<file path="src/hdl/assert_macros.svh">
// Assertion helpers included by equirect_viewport_remap.sv.
`ifndef ASSERT_MACROS_SVH
`define ASSERT_MACROS_SVH
`ifndef NO_ASSERTIONS
`define EVR_ASSERT(lbl, clk, rst_n, prop, msg) \
    lbl: assert property (@(posedge clk) disable iff (!rst_n) prop) else $error(msg);
`define EVR_ASSERT_NEXT(lbl, clk, rst_n, ante, cons, msg) \
    lbl: assert property (@(posedge clk) disable iff (!rst_n) (ante) |=> (cons)) else $error(msg);
`else
`define EVR_ASSERT(lbl, clk, rst_n, prop, msg)
`define EVR_ASSERT_NEXT(lbl, clk, rst_n, ante, cons, msg)
`endif
`endif

</file>
<file path="src/hdl/evr_pkg.sv">
package evr_pkg;

    // field widths
    localparam int VIEW_W   = 10;
    localparam int VEC_W    = 54;
    localparam int LANE_W   = 18;
    localparam int SCOL_W   = 12;
    localparam int SROW_W   = 11;
    localparam int IDX_W    = 23;
    localparam int CFG_IDX_W = 3;

    // internal widths
    localparam int RAY_W    = 29;        // |ray| < 2^28
    localparam int SQ_W     = 2 * RAY_W; // x*x + z*z
    localparam int ROOT_W   = RAY_W;
    localparam int CW       = 32;        // CORDIC x/y datapath
    localparam int ACC_W    = 34;        // angle accumulator
    localparam int WEFF_W   = 15;        // effective source width, up to 16384
    localparam int HEFF_W   = 14;        // effective source height, up to 8192

    // binary angle: pi = 2^31
    localparam logic signed [ACC_W-1:0] ANG_PI      = 34'sd2147483648;
    localparam logic signed [ACC_W-1:0] ANG_HALF_PI = 34'sd1073741824;

    localparam int ATAN_ENTRIES = 24;
    localparam logic [29:0] ATAN_TABLE [ATAN_ENTRIES] = '{
        30'h20000000, 30'h12E4051E, 30'h09FB385B, 30'h051111D4, 30'h028B0D43,
        30'h0145D7E1, 30'h00A2F61E, 30'h00517C55, 30'h0028BE53, 30'h00145F2F,
        30'h000A2F98, 30'h000517CC, 30'h00028BE6, 30'h000145F3, 30'h0000A2FA,
        30'h0000517D, 30'h000028BE, 30'h0000145F, 30'h00000A30, 30'h00000518,
        30'h0000028C, 30'h00000146, 30'h000000A3, 30'h00000051
    };

    typedef enum logic [CFG_IDX_W-1:0] {
        CFG_CORNER     = 3'd0,
        CFG_COL_STEP   = 3'd1,
        CFG_ROW_STEP   = 3'd2,
        CFG_SRC_WIDTH  = 3'd3,
        CFG_SRC_HEIGHT = 3'd4
    } t_cfg_idx;

    typedef struct packed {
        logic signed [RAY_W-1:0] x;
        logic signed [RAY_W-1:0] y;
        logic signed [RAY_W-1:0] z;
    } t_ray;

    // special-case flags that ride alongside the angle units
    typedef struct packed {
        logic r_zero;
        logic y_neg;
        logic x_zero;
    } t_flags;

    function automatic logic signed [LANE_W-1:0] lane(logic [VEC_W-1:0] v, int k);
        return $signed(v[LANE_W*k +: LANE_W]);
    endfunction

endpackage

</file>
<file path="src/hdl/evr_cordic.sv">
// Pipelined vectoring CORDIC: angle of point (b, a), one micro-rotation
// per stage after a quadrant pre-rotation stage.
module evr_cordic #(
    parameter int ITER = 16
) (
    input  logic                               i_clk,
    input  logic                               i_en,
    input  logic signed [evr_pkg::CW-1:0]      i_a,
    input  logic signed [evr_pkg::CW-1:0]      i_b,
    output logic signed [evr_pkg::ACC_W-1:0]   o_acc
);
    localparam int CW    = evr_pkg::CW;
    localparam int ACC_W = evr_pkg::ACC_W;

    logic signed [CW-1:0]    r_a   [ITER+1];
    logic signed [CW-1:0]    r_b   [ITER+1];
    logic signed [ACC_W-1:0] r_acc [ITER+1];

    logic signed [CW-1:0]    n_a0;
    logic signed [CW-1:0]    n_b0;
    logic signed [ACC_W-1:0] n_acc0;

    // fold the left half plane into the right one
    always_comb begin
        n_a0   = i_a;
        n_b0   = i_b;
        n_acc0 = '0;
        if (i_b < 0) begin
            if (i_a >= 0) begin
                n_a0   = -i_b;
                n_b0   = i_a;
                n_acc0 = evr_pkg::ANG_HALF_PI;
            end else begin
                n_a0   = i_b;
                n_b0   = -i_a;
                n_acc0 = -evr_pkg::ANG_HALF_PI;
            end
        end
    end

    always_ff @(posedge i_clk) begin
        if (i_en) begin
            r_a[0]   <= n_a0;
            r_b[0]   <= n_b0;
            r_acc[0] <= n_acc0;
        end
    end

    genvar j;
    generate
        for (j = 1; j <= ITER; j++) begin : g_iter
            logic signed [CW-1:0]    da;
            logic signed [CW-1:0]    db;
            logic signed [ACC_W-1:0] step;

            always_comb begin
                da   = r_a[j-1] >>> (j - 1);
                db   = r_b[j-1] >>> (j - 1);
                step = $signed({4'b0000, evr_pkg::ATAN_TABLE[j-1]});
            end

            always_ff @(posedge i_clk) begin
                if (i_en) begin
                    if (r_a[j-1] >= 0) begin
                        r_b[j]   <= r_b[j-1] + da;
                        r_a[j]   <= r_a[j-1] - db;
                        r_acc[j] <= r_acc[j-1] + step;
                    end else begin
                        r_b[j]   <= r_b[j-1] - da;
                        r_a[j]   <= r_a[j-1] + db;
                        r_acc[j] <= r_acc[j-1] - step;
                    end
                end
            end
        end
    endgenerate

    assign o_acc = r_acc[ITER];
endmodule

</file>
<file path="config.mk">
export PLATFORM = sky130hd
export DESIGN_NAME = evr_cordic
export DESIGN_NICKNAME = d
export VERILOG_FILES = /design/src/hdl/assert_macros.svh /design/src/hdl/evr_pkg.sv /design/src/hdl/evr_cordic.sv
export SDC_FILE = /design/constraint.sdc
export NUM_CORES = 2
export LEC_CHECK = 0
export BUFFER_PORTS_ARGS = -buffer_cell sky130_fd_sc_hd__buf_2
export CORE_ASPECT_RATIO = 1.5
export CORE_MARGIN = 2
export CORE_UTILIZATION = 55
export CTS_CLUSTER_SIZE = 40
export DETAILED_ROUTE_END_ITERATION = 8
export MAX_ROUTING_LAYER = met4
export PLACE_DENSITY = 0.74
export SLEW_MARGIN = 20
export SYNTH_ARGS = -nofsm -noshare
export SYNTH_HDL_FRONTEND = slang
export SYNTH_SLANG_ARGS = --single-unit
export TNS_END_PERCENT = 1
</file>
<file path="constraint.sdc">
create_clock -name i_clk -period 5.7 [get_ports i_clk]
set_input_delay 0.285 -clock i_clk [delete_from_list [all_inputs] [get_ports i_clk]]
set_output_delay 0.285 -clock i_clk [all_outputs]
set_load 0.02 [all_outputs]
</file>
-- Yosys cells after proc, flatten, opt, wreduce, memory -nomap -nowiden
Memory sizes are Yosys's and may differ from the RTL's.
Index checks and enable logic that the tools add are counted.
- $add $sub $neg: 97
- order comparisons: 18
- multiplexer cells: 152
- bitwise operators: 48
- operator list (kind ; count):
    32-bit 2-to-1 mux ; 36
    34-bit 2-to-1 mux ; 18
    32-bit by 1-bit >= comparator with 1-bit output, second input constant ; 17
    1-bit 2-to-1 mux ; 98
    32-bit by 17-bit adder with 32-bit output ; 2
    32-bit by 18-bit adder with 32-bit output ; 2
    32-bit by 19-bit adder with 32-bit output ; 2
    32-bit by 20-bit adder with 32-bit output ; 2
    32-bit by 21-bit adder with 32-bit output ; 2
    32-bit by 22-bit adder with 32-bit output ; 2
    32-bit by 23-bit adder with 32-bit output ; 2
    32-bit by 24-bit adder with 32-bit output ; 2
    32-bit by 25-bit adder with 32-bit output ; 2
    32-bit by 26-bit adder with 32-bit output ; 2
    32-bit by 27-bit adder with 32-bit output ; 2
    32-bit by 28-bit adder with 32-bit output ; 2
    32-bit by 29-bit adder with 32-bit output ; 2
    32-bit by 30-bit adder with 32-bit output ; 2
    32-bit by 31-bit adder with 32-bit output ; 2
    32-bit negation ; 2
    32-bit by 17-bit subtractor with 32-bit output ; 2
    32-bit by 18-bit subtractor with 32-bit output ; 2
    32-bit by 19-bit subtractor with 32-bit output ; 2
    32-bit by 20-bit subtractor with 32-bit output ; 2
    47 further kinds ; 106
- flip-flop bits (word level): 0
- RAM bits: 1666
- input bits: 66
- word-level logic and storage cells: 318
- memories kept: 3
- memory list (name ; words ; width ; read ports ; clocked after memory_dff ; wr ports ; RTL line ; source):
    r_acc ; 17 ; 34 ; 17 ; 0 ; 17 ; evr_cordic.sv:17 ; logic signed [ACC_W-1:0] r_acc [ITER+1];
    r_a ; 17 ; 32 ; 16 ; 0 ; 17 ; evr_cordic.sv:15 ; logic signed [CW-1:0] r_a [ITER+1];
    r_b ; 17 ; 32 ; 16 ; 0 ; 17 ; evr_cordic.sv:16 ; logic signed [CW-1:0] r_b [ITER+1];

-- Logic depth before layout (Yosys ltp)
An unclocked memory read counts as a cell.
- depth in word-level cells: 6
- depth in mapped cells: 25
- depth with buffers taken out: 22

-- Worst setup path before layout
Ideal clock, no wire load.
- kind: reg-to-reg
- start point: memory r_a[4][31]
- end point: memory r_a[5][31] (data pin)
- arrival: 5358 ps
- required time: 5440 ps
- slack: 82 ps
- stages on the path, launching flop included: 25
- cell sequence: edfxtp_1 -> nand2_1 -> clkbuf_1 -> clkbuf_1 -> buf_2 -> buf_2 -> buf_2 -> buf_1 -> buf_1 -> nand2_1 -> xnor2_1 -> ha_1 -> clkbuf_1 -> a21o_1 -> a21o_1 -> a21o_1 -> a21oi_1 -> o21bai_1 -> a2111oi_0 -> o22ai_1 -> a31oi_1 -> o21ai_1 -> nand3b_1 -> a31oi_1 -> xnor2_1
- RTL lines (what ; RTL line):
    start, declared ; evr_cordic.sv:15

==> Implementation_results.wiki <==
{| class="wikitable"
! Metric !! Value
|-
| Outcome || complete, no violations
|-
| Crit. End Element || flip-flop
|-
| Number of buffers created by CTS || 164
|-
| Area inside the core boundary || 220,000 um^2
|-
| Largest stage delay on the critical path || 0.69 ns
|-
| Slew at the pin closest to its max-slew limit || 1.26 ns
|-
| Final count of pins violating max slew || 0
|-
| Post-synth top flop || sky130_fd_sc_hd__edfxtp_1
|-
| Pre-CTS setup slack || 0.322 ns
|-
| Overall die height || 581 um
|-
| # rows || 211
|-
| Max cap viols || 0
|-
| Number of antenna violations at the first check in global routing || 8
|-
| Post-route design area || 134,000 um^2
|-
| Number of failing hold endpoints at the final stage || 0
|-
| Vias after detailed routing || 103,000
|-
| Largest net degree at the start of global routing || 123
|-
| Part of the Yosys area used for sequential elements || 34.9%
|-
| Worst slew margin || 15.6%
|-
| Series of cell instances along the critical path || nand2_2, inv_2, a21oi_1, xor2_1, buf_4, ha_1, a21o_1, a21oi_1, o31ai_1, o21ai_1, o221ai_1, buf_4, a211oi_1, o21ai_1, a221o_1, a21oi_1, xnor2_1, buf_4
|-
| Post-synth design cell area || 122,000 um^2
|-
| Total Routing Usage GR || 34.9%
|-
| Gpl congestion || 1.12
|-
| Clock root buffer master || sky130_fd_sc_hd__clkbuf_16
|-
| Share of cells above drive strength 1 || 6.22%
|-
| Synth Register Bits || 1,419
|-
| # placed instances || 16,300
|-
| DRT Wirelength || 394,000 um
|-
| Category of the most critical setup path || reg -> reg
|-
| Post-detailed-placement half-perimeter wirelength || 316,000 um
|-
| Worst min path class || in -> reg
|-
| Cell count after synthesis || 13,200
|-
| Standard cell area after detailed placement || 128,000 um^2
|-
| Combined buffer and inverter count along the critical path || 4
|-
| Clock Pin Slew Worst Setup and Hold Paths || 0.06 ns
|-
| Clock latency on the worst-skew pair || 0.86 ns
|-
| Average cell area after synthesis || 9.22 um^2
|-
| Number of nets still failing antenna checks after routing || 0
|-
| Number of sinks driven by the clock tree || 1,419
|-
| Clock tree from TritonCTS || built
|-
| Number of I/O port buffers || 98
|-
| Netlist cell types || 107
|-
| RSZ-0062 raised after global routing || false
|-
| Via count of the first global-routing pass || 104,000
|-
| Met3 Routed Length || 13,900 um
|-
| Wire length of the first global-routing pass || 588,000 um
|-
| Startpoint Class || flip-flop
|-
| Crit Reg-Reg Startpoint || r_a[9][31]
|-
| Number of buffers on the longest clock path || 4
|-
| Die Area || 226,000 um^2
|-
| Arrival @ worst endpoint || 6.03 ns
|-
| Number of warnings reported in the yosys synthesis log || 0
|-
| Setup ws final || 0.260 ns
|-
| Average wire per standard cell || 23.6 um
|-
| Overflow left after global routing || 0
|-
| NumNets Final || 15,000
|-
| Worst clock skew || 0.0573 ns
|-
| Launch point of the worst hold path || i_en
|-
| Slowest-stage cell, CP || sky130_fd_sc_hd__edfxtp_1
|-
| Setup TNS || 0 ns
|-
| Number of failing setup endpoints in the final timing report || 0
|-
| Largest delay share family, worst path || compound AO/OA/AOI/OAI gates
|-
| Non-filler cells, final || 16,700
|-
| Htree depth || 4
|-
| First element of the critical path || r_a[9][31]
|-
| Post-synth EDFFs || 1,419
|-
| Horizontal die dimension || 389 um
|-
| Most frequent standard cell in the layout excluding fill and tap cells || sky130_fd_sc_hd__edfxtp_1
|-
| Top routing layer in use || met4
|-
| Post-synthesis async set-or-reset flop share || 0%
|-
| Total of fill cells in the finished design || 18,300
|-
| Average vias per placed instance || 6.17
|-
| Drc violations || 0
|-
| Data required time of the worst path || 6.29 ns
|-
| Synthesized net count || 14,600
|-
| F_max || 184 MHz
|-
| Routed metal-1 wirelength || 113,000 um
|-
| Post-layout min period || 5.44 ns
|-
| Met2 Routed Length || 215,000 um
|-
| I/O pin count || 100
|-
| Commonest cells after routing, fill and taps aside || sky130_fd_sc_hd__edfxtp_1, sky130_fd_sc_hd__a21oi_1, sky130_fd_sc_hd__ha_1, sky130_fd_sc_hd__xnor2_1, sky130_fd_sc_hd__nor2_1
|-
| DR pass1 iterations || 8
|-
| Critical path fanouts, max || 11
|-
| Area growth, synth to finish || 9.95%
|-
| Final period util || 95.4%
|-
| Initial Utilization || 55.4%
|-
| Number of DRC markers in iteration 0 || 5,638
|}
[metal layers]
metal,global-route usage (%),vias up
met1,25.9,48500
met5,-,-
met3,4.63,1711
met4,37.2,0
met2,67.1,3174
li1,-,49400
[synthesized netlist by cell type (102+ instances only)]
cell | instances | area, um^2
sky130_fd_sc_hd__inv_1 | 587 | 2200
sky130_fd_sc_hd__a211oi_1 | 102 | 766
sky130_fd_sc_hd__ha_1 | 1262 | 15800
sky130_fd_sc_hd__o21ai_1 | 283 | 1420
sky130_fd_sc_hd__a21o_1 | 528 | 3960
sky130_fd_sc_hd__nand2b_1 | 232 | 1450
sky130_fd_sc_hd__nor4_1 | 102 | 638
sky130_fd_sc_hd__o31ai_1 | 165 | 1240
sky130_fd_sc_hd__and3_1 | 116 | 726
sky130_fd_sc_hd__nor2b_1 | 181 | 1130
sky130_fd_sc_hd__clkbuf_1 | 267 | 1000
sky130_fd_sc_hd__xor2_1 | 616 | 5400
sky130_fd_sc_hd__nor3_1 | 300 | 1500
sky130_fd_sc_hd__o21bai_1 | 159 | 1190
sky130_fd_sc_hd__a31oi_1 | 126 | 788
sky130_fd_sc_hd__or3_1 | 105 | 657
sky130_fd_sc_hd__edfxtp_1 | 1419 | 42600
sky130_fd_sc_hd__a21oi_1 | 1364 | 6830
sky130_fd_sc_hd__o21ai_0 | 576 | 2880
sky130_fd_sc_hd__nor2_1 | 1178 | 4420
sky130_fd_sc_hd__nand3_1 | 217 | 1090
sky130_fd_sc_hd__nand2_1 | 839 | 3150
sky130_fd_sc_hd__xnor2_1 | 1245 | 10900
sky130_fd_sc_hd__o21a_1 | 141 | 1060
[area by class of cell]
cell class | count | area (um^2) | share of cell area [%]
antenna | 9 | 22.5 | 0.0168
clock buffer | 198 | 4340 | 3.23
clock inverter | 85 | 811 | 0.604
inverter | 609 | 2290 | 1.70
multi-input combinational | 10900 | 76000 | 56.6
sequential | 1419 | 42600 | 31.7
tap | 2875 | 3600 | 2.68
timing repair buffer | 598 | 4630 | 3.45
[worst reg2reg max path, stage by stage (launching register included)]
cell and delay (ns):
sky130_fd_sc_hd__edfxtp_1 0.69, sky130_fd_sc_hd__nand2_2 0.28, sky130_fd_sc_hd__inv_2 0.44, sky130_fd_sc_hd__a21oi_1 0.11, sky130_fd_sc_hd__xor2_1 0.33, sky130_fd_sc_hd__buf_4 0.24
sky130_fd_sc_hd__ha_1 0.29, sky130_fd_sc_hd__a21o_1 0.19, sky130_fd_sc_hd__a21oi_1 0.17, sky130_fd_sc_hd__o31ai_1 0.14, sky130_fd_sc_hd__o21ai_1 0.43, sky130_fd_sc_hd__o221ai_1 0.46
sky130_fd_sc_hd__buf_4 0.31, sky130_fd_sc_hd__a211oi_1 0.31, sky130_fd_sc_hd__o21ai_1 0.10, sky130_fd_sc_hd__a221o_1 0.32, sky130_fd_sc_hd__a21oi_1 0.19, sky130_fd_sc_hd__xnor2_1 0.08
sky130_fd_sc_hd__buf_4 0.13
[timing repair]
action,in CTS,in global routing
endpoints found under the hold margin,64,0
gates resized for setup,0,4
endpoints found under the setup margin,0,5
hold buffers,97,0
setup buffers,0,2
[flip-flops by register name, indices dropped and copies added, names as in the netlist]
name,cells
r_b,465
r_acc,473
r_a,481
[path summary, 6_finish.rpt]
kind	slack, ns	to	cells after the start
max	0.26	r_a[10][31]	18
max reg2reg	0.26	r_a[10][31]	18
min reg2reg	0.41	r_acc[12][1]	0
min	0.08	r_b[3][13]	2
[per-stage QoR]
stage	hold slack [ns]	util, %
floorplan	0.384	-
global placement	0.402	58.1
detailed placement	0.412	58.1
CTS	0.0648	60.9
global route	0.0770	60.9
finish	0.0823	60.9
[cell families after synthesis]
| logic type | synth area share [%] |
|---|---|
| AO/OA/AOI/OAI | 20.1 |
| AND/OR/NAND/NOR | 14.4 |
| XOR/XNOR | 13.3 |
| flip-flops | 34.9 |
| adder cells (fa/ha/maj) | 13.6 |
| buffers and inverters | 2.94 |
| multiplexers | 0.644 |
| other | 0.00307 |
Power is not shown: default switching activity piles up to over one toggle a cycle in this logic, so the estimate is an artifact.
